## config.mk

```make
export PLATFORM = sky130hd
export DESIGN_NAME = wft_fifo
export DESIGN_NICKNAME = d
export VERILOG_FILES = /design/src/design/word_frequency_table_top_assert.svh /design/src/design/wft_pkg.sv /design/src/design/wft_fifo.sv
export SDC_FILE = /design/constraint.sdc
export NUM_CORES = 1
export LEC_CHECK = 0
export BUFFER_PORTS_ARGS = -buffer_cell sky130_fd_sc_hd__buf_2
export CAP_MARGIN = 10
export CORE_MARGIN = 8
export CORE_UTILIZATION = 43
export CTS_CLUSTER_DIAMETER = 60
export DETAILED_ROUTE_END_ITERATION = 8
export PLACE_DENSITY = 0.67
export SLEW_MARGIN = 20
export SYNTH_ARGS = -nofsm -noshare
export SYNTH_HDL_FRONTEND = slang
export SYNTH_SLANG_ARGS = --single-unit
```

## constraint.sdc

```tcl
create_clock -name clk -period 25.8 [get_ports clk]
set_clock_uncertainty 0.05 [all_clocks]
set_input_delay 2.58 -clock clk [delete_from_list [all_inputs] [get_ports clk]]
set_output_delay 2.58 -clock clk [all_outputs]
set_load 0.005 [all_outputs]
```

## src/design/word_frequency_table_top_assert.svh

```systemverilog
// assertion macros used by the table search of the word frequency table design
`ifndef WORD_FREQUENCY_TABLE_TOP_ASSERT_SVH
`define WORD_FREQUENCY_TABLE_TOP_ASSERT_SVH

// condition must never hold while out of reset
`define WFT_ASSERT_NEVER(label, clk, rst_n, cond, msg) \
    label: assert property (@(posedge clk) disable iff (!rst_n) !(cond)) else $error(msg);

// antecedent implies consequent in the same cycle
`define WFT_ASSERT_IMPLY(label, clk, rst_n, ante, cons) \
    label: assert property (@(posedge clk) disable iff (!rst_n) (ante) |-> (cons)) \
        else $error("implication failed");

`endif

```

## src/design/wft_pkg.sv

```systemverilog
// ----------------------------------------------------------------------------
// wft_pkg
// shared types and constants of the word frequency table
// ----------------------------------------------------------------------------
package wft_pkg;

    localparam int unsigned INDEX_W = 12;
    localparam int unsigned COUNT_W = 24;
    localparam logic [COUNT_W-1:0] COUNT_MAX = 24'hFFFFFF;

    localparam int unsigned PADDR_W = 5;

    // register indexes
    localparam logic [2:0] REG_DELIM_A = 3'd0;
    localparam logic [2:0] REG_DELIM_B = 3'd1;
    localparam logic [2:0] REG_DELIM_C = 3'd2;
    localparam logic [2:0] REG_DELIM_D = 3'd3;
    localparam logic [2:0] REG_DELIM_E = 3'd4;

    // delimiter reset values
    localparam logic [7:0] DELIM_A_RST = 8'd44;
    localparam logic [7:0] DELIM_B_RST = 8'd46;
    localparam logic [7:0] DELIM_C_RST = 8'd63;
    localparam logic [7:0] DELIM_D_RST = 8'd58;
    localparam logic [7:0] DELIM_E_RST = 8'd32;

    typedef struct packed {
        logic [7:0] a;
        logic [7:0] b;
        logic [7:0] c;
        logic [7:0] d;
        logic [7:0] e;
    } delims_t;

    typedef struct packed {
        logic [INDEX_W-1:0] index;
        logic [COUNT_W-1:0] count;
        logic               is_new;
        logic               full;
        logic               truncated;
        logic [COUNT_W-1:0] total;
    } result_t;

    typedef enum logic [1:0] {
        S_IDLE,
        S_READ,
        S_CMP,
        S_MISS
    } back_state_t;

endpackage

```

## src/design/wft_fifo.sv

```systemverilog
// ----------------------------------------------------------------------------
// wft_fifo
// two-entry queue between the word splitter and the table search
// ----------------------------------------------------------------------------
module wft_fifo #(
    parameter int unsigned WIDTH = 158
) (
    input  logic             clk,
    input  logic             rst_n,
    input  logic             push,
    input  logic [WIDTH-1:0] wdata,
    input  logic             pop,
    output logic [WIDTH-1:0] rdata,
    output logic             full,
    output logic             empty
);
    import wft_pkg::*;

    logic [WIDTH-1:0] data_reg [2];
    logic             wr_ptr_reg, rd_ptr_reg;
    logic [1:0]       count_reg, count_next;

    assign full  = count_reg == 2'd2;
    assign empty = count_reg == 2'd0;
    assign rdata = data_reg[rd_ptr_reg];

    always_comb
    begin
        count_next = count_reg;
        if (push && !pop)
        begin
            count_next = count_reg + 2'd1;
        end
        else if (pop && !push)
        begin
            count_next = count_reg - 2'd1;
        end
    end

    always_ff @(posedge clk or negedge rst_n)
    begin
        if (!rst_n)
        begin
            wr_ptr_reg <= 1'b0;
            rd_ptr_reg <= 1'b0;
            count_reg  <= 2'd0;
        end
        else
        begin
            count_reg <= count_next;
            if (push)
            begin
                wr_ptr_reg <= !wr_ptr_reg;
            end
            if (pop)
            begin
                rd_ptr_reg <= !rd_ptr_reg;
            end
        end
    end

    always_ff @(posedge clk)
    begin
        if (push)
        begin
            data_reg[wr_ptr_reg] <= wdata;
        end
    end

endmodule

```

==> impl_metrics.ini <==
[critical_path]
path_cells = buf_4, mux2_2, buf_2
worst-setup-path-type = reg2out
critPathSlowestCell = dfrtp_4
crit_fanout = 55
path_buf_inv = 2
worst-path-stages = 3
crit_family = buffers and inverters
critPathCaptureType = primary output
slowest_delay_ns = 0.97
cp.required_ns = 23.17
cp.arrival_ns = 2.99
cp-start-kind = flip-flop
r2r_cells = 2

[cells_and_area]
area_delta_synth_final_pct = 25.9
fillCellCount = 2246
fin_nets = 1017
regArea_sq_um = 9590
multi_input_area_sq_um = 2250
post_route_cells_drive_above_1_share = 0.614
final_core_util = 0.548
instances_no_fill = 1255
largest_reg_flops = 316

[global_routing]
grt_max_degree = 74
antenna_found_initial = 4
grt_pass1_wl_um = 36700
grtUsageTotal = 0.141
first_global_vias = 6331
grt.overflow.total = 0

[timing]
hold_violations = 0
slew_violations = 0
setup_violations = 0
max_slew.worst_pin.slew_ns = 1.07
tns_ns = 0
fmaxAchievable_mhz = 178
fin_crit_sh = 0.218
rsz0062_at_grt = no
relSlewSlack = 0.284
layout_setup_ws_ns = 20.18
fin_crit_ns = 5.62

[detailed_routing]
postRouteAntennaNets = 0
wl_per_cell_um = 20.0
dr.pass1.iters = 4
wl_um = 25100
drc_errors = 0
avgViaCountPerCell = 4.78
first_iter_violations = 285
routed-via-count = 5994

[synthesis]
synth_cell_types = 13
yosys_warnings = 0
ys_seq_area_frac = 0.798
yosys_register_bits = 320
syn_inst = 508
syn_avg_cell_area_sq_um = 23.6
syn_nets = 671
netlist_area_sq_um = 12000

[min_path]
whs_path_depth = 1
min_path_type = reg2reg

[cts]
cts_setup_buffers = 0
cts.sinks = 320
cts_tree = done
cts.reportedPaths.clkPinSlew_ns = 0.06
cts_root_buf = clkbuf_16
worstSkewPairLatency_ns = 0.49
h-tree-depth = 2
clk_path_buf_depth = 3
post_cts_resize_count = 0
numCtsBuffers = 35
holdBufCountCts = 0

[place]
place_ws_ns = 20.66
dpl.cell_count = 1195
dp_hpwl_um = 17100
routabilityCongestion = 0.727
portBuffers = 321

[floorplanning]
fp-row-count = 61
start_util = 0.435
coreArea_sq_um = 27600
die_area_sq_um = 33500
io_pins = 322
die_h_um = 183
die_width_um = 183

[power]
total_power_uw = 1670
p_leak_uw = 0.00598
powerDensity_nw_per_um2 = 111
vdd_ir_drop_max_v = 0.0000531

[run]
max_cap_violations = 0

[status]
status = complete, no violations
cells by family after synthesis:
group                      share of synthesized area
DFF                                            0.798
muxes                                          0.180
buffers and inverters                         0.0151
xor gates and xnor gates                     0.00365
and+or+nand+nor                              0.00219
adders and majority gates                    0.00104
final timing paths:
kind / start / end / slack, ns
min in group asynchronous: rst_n / count_reg[0] / 1.83
max reg2reg: wr_ptr_reg / data_reg[0][61] / 23.41
max: rd_ptr_reg / rdata[16] / 20.18
min: count_reg[1] / count_reg[1] / 0.46
max in group asynchronous: rst_n / rd_ptr_reg / 23.73
min reg2reg: count_reg[1] / count_reg[1] / 0.46
per-layer routing:
metal  GRT usage  part of all wire  up-vias
met2       0.240              0.49      247
met1       0.163              0.39     2976
li1            -                 -     2720
met3      0.0520             0.088       45
met5           0            0.0014        -
met4      0.0455             0.023        6
synth_stat cells, drive strengths merged:
cell    instances  area share
and2            1     0.00052
xnor2           1     0.00073
buf            18       0.015
nor2            2     0.00063
edfxtp        316        0.79
nor2b           2      0.0010
xor2            4      0.0029
mux2          158        0.18
ha              1      0.0010
inv             1     0.00031
dfrtp           4      0.0083
worst register-to-register path: stages (launching register included):
cell and delay (ns):
dfrtp_1 0.43, nor2b_4 0.59, buf_4 0.87
where the power goes:
part	switching [uW]	internal [uW]
registers	42.7	691
logic	205	240
clock network	186	308
total	434	1240
through the flow:
step                hold slack, ns  cell area (sq um)
finish                       0.458              15100
global route                 0.487              15100
CTS                          0.459              15100
detailed placement           0.448              14000
global placement             0.443              14000
floorplan                    0.405              12000
area by class of cell:
class,instances,share of cell area
Tap cell,378,0.0313
Clock inverter,20,0.0145
Multi-Input combinational cell,169,0.149
Antenna cell,1,0.000165
Clock buffer,39,0.0617
Sequential cell,320,0.634
Inverter,1,0.000248
Timing Repair Buffer,327,0.109
placed cells by master, fill, tap and decap left out, drive strengths merged, types with 2 or more instances in the layout:
cell    netlist  final
bufinv        0      5
dfrtp         4      4
xor2          4      4
nor2          2      2
clkinv        0     14
edfxtp      316    316
nor2b         2      2
buf          18    327
clkbuf        0     39
mux2        158    158
(Power assumes the default switching activity.)
