## config.mk

```make
export PLATFORM = sky130hd
export DESIGN_NAME = wft_front
export DESIGN_NICKNAME = d
export VERILOG_FILES = /design/src/design/word_frequency_table_top_assert.svh /design/src/design/wft_pkg.sv /design/src/design/wft_front.sv
export SDC_FILE = /design/constraint.sdc
export NUM_CORES = 1
export LEC_CHECK = 0
export CAP_MARGIN = 25
export CORE_ASPECT_RATIO = 1.5
export CORE_MARGIN = 2
export CORE_UTILIZATION = 23
export CTS_CLUSTER_SIZE = 40
export DETAILED_ROUTE_END_ITERATION = 8
export DONT_BUFFER_PORTS = 1
export PLACE_DENSITY = 0.43
export SYNTH_ARGS = -nofsm -noshare
export SYNTH_HDL_FRONTEND = slang
export SYNTH_SLANG_ARGS = --single-unit
```

## constraint.sdc

```tcl
create_clock -name clk -period 2.61 [get_ports clk]
set_input_delay 0.261 -clock clk [delete_from_list [all_inputs] [get_ports clk]]
set_output_delay 0.261 -clock clk [all_outputs]
set_load 0.05 [all_outputs]
```

## src/design/word_frequency_table_top_assert.svh

```systemverilog
// assertion macros used by the table search of the word frequency table design
`ifndef WORD_FREQUENCY_TABLE_TOP_ASSERT_SVH
`define WORD_FREQUENCY_TABLE_TOP_ASSERT_SVH

// condition must never hold while out of reset
`define WFT_ASSERT_NEVER(label, clk, rst_n, cond, msg) \
    label: assert property (@(posedge clk) disable iff (!rst_n) !(cond)) else $error(msg);

// antecedent implies consequent in the same cycle
`define WFT_ASSERT_IMPLY(label, clk, rst_n, ante, cons) \
    label: assert property (@(posedge clk) disable iff (!rst_n) (ante) |-> (cons)) \
        else $error("implication failed");

`endif

```

## src/design/wft_pkg.sv

```systemverilog
// ----------------------------------------------------------------------------
// wft_pkg
// shared types and constants of the word frequency table
// ----------------------------------------------------------------------------
package wft_pkg;

    localparam int unsigned INDEX_W = 12;
    localparam int unsigned COUNT_W = 24;
    localparam logic [COUNT_W-1:0] COUNT_MAX = 24'hFFFFFF;

    localparam int unsigned PADDR_W = 5;

    // register indexes
    localparam logic [2:0] REG_DELIM_A = 3'd0;
    localparam logic [2:0] REG_DELIM_B = 3'd1;
    localparam logic [2:0] REG_DELIM_C = 3'd2;
    localparam logic [2:0] REG_DELIM_D = 3'd3;
    localparam logic [2:0] REG_DELIM_E = 3'd4;

    // delimiter reset values
    localparam logic [7:0] DELIM_A_RST = 8'd44;
    localparam logic [7:0] DELIM_B_RST = 8'd46;
    localparam logic [7:0] DELIM_C_RST = 8'd63;
    localparam logic [7:0] DELIM_D_RST = 8'd58;
    localparam logic [7:0] DELIM_E_RST = 8'd32;

    typedef struct packed {
        logic [7:0] a;
        logic [7:0] b;
        logic [7:0] c;
        logic [7:0] d;
        logic [7:0] e;
    } delims_t;

    typedef struct packed {
        logic [INDEX_W-1:0] index;
        logic [COUNT_W-1:0] count;
        logic               is_new;
        logic               full;
        logic               truncated;
        logic [COUNT_W-1:0] total;
    } result_t;

    typedef enum logic [1:0] {
        S_IDLE,
        S_READ,
        S_CMP,
        S_MISS
    } back_state_t;

endpackage

```

## src/design/wft_front.sv

```systemverilog
// ----------------------------------------------------------------------------
// wft_front
// splits the byte stream into words and pushes each closed word
// ----------------------------------------------------------------------------
module wft_front #(
    parameter int unsigned WORD_CHARS = 19,
    parameter int unsigned LEN_W      = 5
) (
    input  logic                      clk,
    input  logic                      rst_n,
    input  logic                      accept,
    input  logic [7:0]                text_byte,
    input  logic                      end_of_text,
    input  wft_pkg::delims_t          delims,
    output logic                      push,
    output logic [WORD_CHARS*8-1:0]   word_chars,
    output logic [LEN_W-1:0]          word_len,
    output logic                      word_cut
);
    import wft_pkg::*;

    logic [WORD_CHARS*8-1:0] chars_reg;
    logic [LEN_W-1:0]        len_reg, len_next;
    logic                    cut_reg, cut_next;
    logic                    is_delim;
    logic                    word_open;
    logic                    add_char;

    assign is_delim  = end_of_text || text_byte == delims.a || text_byte == delims.b
                     || text_byte == delims.c || text_byte == delims.d
                     || text_byte == delims.e;
    assign word_open = (len_reg != '0) || cut_reg;
    assign push      = accept && is_delim && word_open;
    assign add_char  = accept && !is_delim && (len_reg < LEN_W'(WORD_CHARS));

    always_comb
    begin
        len_next = len_reg;
        cut_next = cut_reg;
        if (accept)
        begin
            if (is_delim)
            begin
                len_next = '0;
                cut_next = 1'b0;
            end
            else if (add_char)
            begin
                len_next = len_reg + LEN_W'(1);
            end
            else
            begin
                cut_next = 1'b1;
            end
        end
    end

    always_ff @(posedge clk or negedge rst_n)
    begin
        if (!rst_n)
        begin
            len_reg <= '0;
            cut_reg <= 1'b0;
        end
        else
        begin
            len_reg <= len_next;
            cut_reg <= cut_next;
        end
    end

    // byte lanes of the open word
    for (genvar i = 0; i < WORD_CHARS; i++)
    begin : g_lane
        always_ff @(posedge clk)
        begin
            if (add_char && len_reg == LEN_W'(i))
            begin
                chars_reg[i*8 +: 8] <= text_byte;
            end
        end
    end

    assign word_chars = chars_reg;
    assign word_len   = len_reg;
    assign word_cut   = cut_reg;

endmodule

```

==> impl_results.md <==
* Worst min path class: in2reg
* Share of layout cells above drive strength 1 at 15.4%
* Count leader, synth: edfxtp_1
* Grt ovf at 0
* Tcrit/Tclk final at between 80% and 90%
* Dpl cells at between 500 and 600
* Top cells by area, synth: edfxtp_1, xor2_1, dfrtp_1
* Share of the synthesized area in the top cell type at 80.4%
* Clk buf depth at 2
* Slowest-stage cell, CP: nor4_1
* LEAKAGE at 2.22 nW
* Crit path kind: in2out
* CTS tree: done
* Vias per inst at roughly 4.2
* Leading area contributor after synthesis: edfxtp_1
* Hold slack at around 0.046 ns
* CP endpoint kind: output port
* NumNets Final at about 360
* Unrepaired setup endpoints after global routing: false
* Final setup skew at approximately 0.0098 ns
* Slowest cell delay on critical path at roughly 0.53 ns
* Global-route wire length before repair at roughly 22 mm
* Drt first pass iters at 4
* Min cycle time layout at approximately 2.2 ns
* Largest net degree at the start of global routing at 23
* I/O Buffers at 0
* Worst slew margin at a little over 40%
* Die width at approximately 130 µm
* Max-cap viol count at 0
* Syn Inst Count at approximately 280
* Fmax achieved at ~450 MHz
* FF+latch count, synth at 158
* Setup TNS at 0 ns
* Critical Path, Cell by Cell: xor2_1, nor4_1, a22oi_1, nand4_2, nand2_1, a31oi_1, buf_4
* Worst path required time at 2.35 ns
* Synthesized cell area at between 5000 and 6000 µm²
* Post-cts sizing count at 0
* Final Slew Violations at 0
* Max IR drop VDD at between 0.4 and 0.5 mV
* Layout Cells excl Fill at between 600 and 700
* Vias in the first global route at 2689
* Hold Vio Cnt, Final at 0
* Synth top cells by count: edfxtp_1, xor2_1, and4_1
* CP arrival at 1.94 ns
* Die height at ~200 µm
* Initial antenna violation count at 0
* Clk slew on worst S/H paths at 0.07 ns
* Synth warn at 0
* H-tree levels at 4
* Starting Density at between 20% and 30%
* Root buf cell: clkbuf_16
* Detailed-route via count at around 2.7k
* Synth cell types at 30
* DR DRC count at 0
* Status: completed
* IO Pins at around 210
* P&R area growth vs syn at 19.8%
* Mean Syn Cell Area at a little over 20 µm²
* Post-synthesis sequential area ratio at 83.0%
* Ys async rst share at 3.80%
* Avg WL per Cell at between 20 and 30 µm
* Core Area at 24300 µm²
* Power Dens Cells at a little under 900 nW/µm²
* Setup-failing EPs final at 0
* Crit path max fanout at 7
* First DRT Iteration DRCs at 216
* WL final at around 16 mm
* Post-DRT Antenna Nets at 0
* Row Count at 70
* Worst slew pin tran at between 0.8 and 0.9 ns
* Crit start category: input pin
* Placer Congestion at approximately 0.75
* Post-synth EDFFs at between 150 and 200
* ANT cells at 0
* Total Routing Usage GR at between 10% and 20%
* Die area at ~26000 µm²
* Detailed placement HPWL at ~10 mm
* Number of fill cells in the layout at between 2k and 2.5k
* CTS Buf Count at 17
* Skew-Pair Late Insertion Delay at roughly 0.43 ns
* CTS sink count at about 160
* Top_reg_cell synth: edfxtp_1
* Syn Nets at between 300 and 400
metal layers:
layer | track usage (%) | routed length (µm) | up-vias
met4 | 6.49 | 470 | 0
li1 | - | - | 1144
met5 | 0 | 0 | -
met3 | 4.96 | 1200 | 24
met2 | 22.9 | 9070 | 139
met1 | 12.6 | 5730 | 1412
registers in the layout, summed over array words and instances (netlist names):
name        cells
word_cut        1
word_chars    152
word_len        5
cells by family (layout without fill, tap and decap cells):
group	after synthesis	count (layout)	synth area share [%]
xor+xnor	40	40	6.17
flops	158	158	83.0
buf+inv	19	56	2.31
mux	1	1	0.198
simple gates	47	47	5.75
fa+ha+maj	5	5	1.10
compound gates	12	12	1.43
where the power goes:
part	internal [W]	switching [W]	total, W
combinational	0.000129	0.000344	0.000474
sequential	0.00286	0.000172	0.00303
clock	0.00144	0.00108	0.00252
total	0.00443	0.00159	0.00602
layout make-up:
| class | instances | area (µm²) | area share, % |
|---|---|---|---|
| Tap cell | 324 | 405 | 5.96 |
| Clock inverter | 15 | 173 | 2.54 |
| Multi-Input combinational cell | 105 | 832 | 12.2 |
| Sequential cell | 158 | 4710 | 69.3 |
| Clock buffer | 17 | 425 | 6.26 |
| Timing Repair Buffer | 18 | 228 | 3.35 |
| Inverter | 6 | 22.5 | 0.331 |
layout by cell type (no fill, tap or decap), types with 2 or more instances in the layout:
cell type and n:
nor2_1 4, dlygate4sd3_1 6, a21oi_1 3, inv_6 4
xor2_1 40, clkbuf_16 17, a31oi_1 2, buf_4 6
bufinv_16 2, inv_1 6, clkinv_4 4, dfrtp_1 6
nor4_1 10, ha_1 5, nand2_1 7, inv_8 3
edfxtp_1 152, a22o_1 2, buf_12 4, and4_2 2
and4_1 16
worst max-delay path, delay by kind of cell:
family          cells  cell delay [ns]
simple gates        3             0.84
xor+xnor            1             0.14
buf+inv             1             0.25
compound gates      2             0.42
worst paths after layout:
kind                                   start              end  slack [ns]  depth (start not counted)
worst max-delay path            text_byte[7]             push        0.41                          7
worst min-delay path                  accept         word_cut        0.05                          2
worst max register to register   word_len[1]  word_chars[151]        0.44                          5
worst min register to register   word_len[4]         word_cut        0.65                          2
max in group asynchronous              rst_n      word_len[4]        2.23                          1
min in group asynchronous              rst_n      word_len[0]        0.14                          1
stage by stage:
step           power, W  cell area [µm²]  util (%)  worst slack, ns
2_1_floorplan   0.00336             5680         -            0.394
3_3_place_gp    0.00347             6020      24.7            0.213
3_5_place_dp    0.00347             6020      24.7            0.203
4_1_cts         0.00609             6760      27.8            0.316
5_1_grt         0.00624             6800      27.9            0.206
6_report        0.00602             6800      27.9            0.406
what timing repair did:
action | CTS | global route
buffers inserted | 0 | 0
hold buffers | 10 | 0
hold endpoints to repair | 161 | 0
No activity file was read; power rests on OpenSTA's default activity.
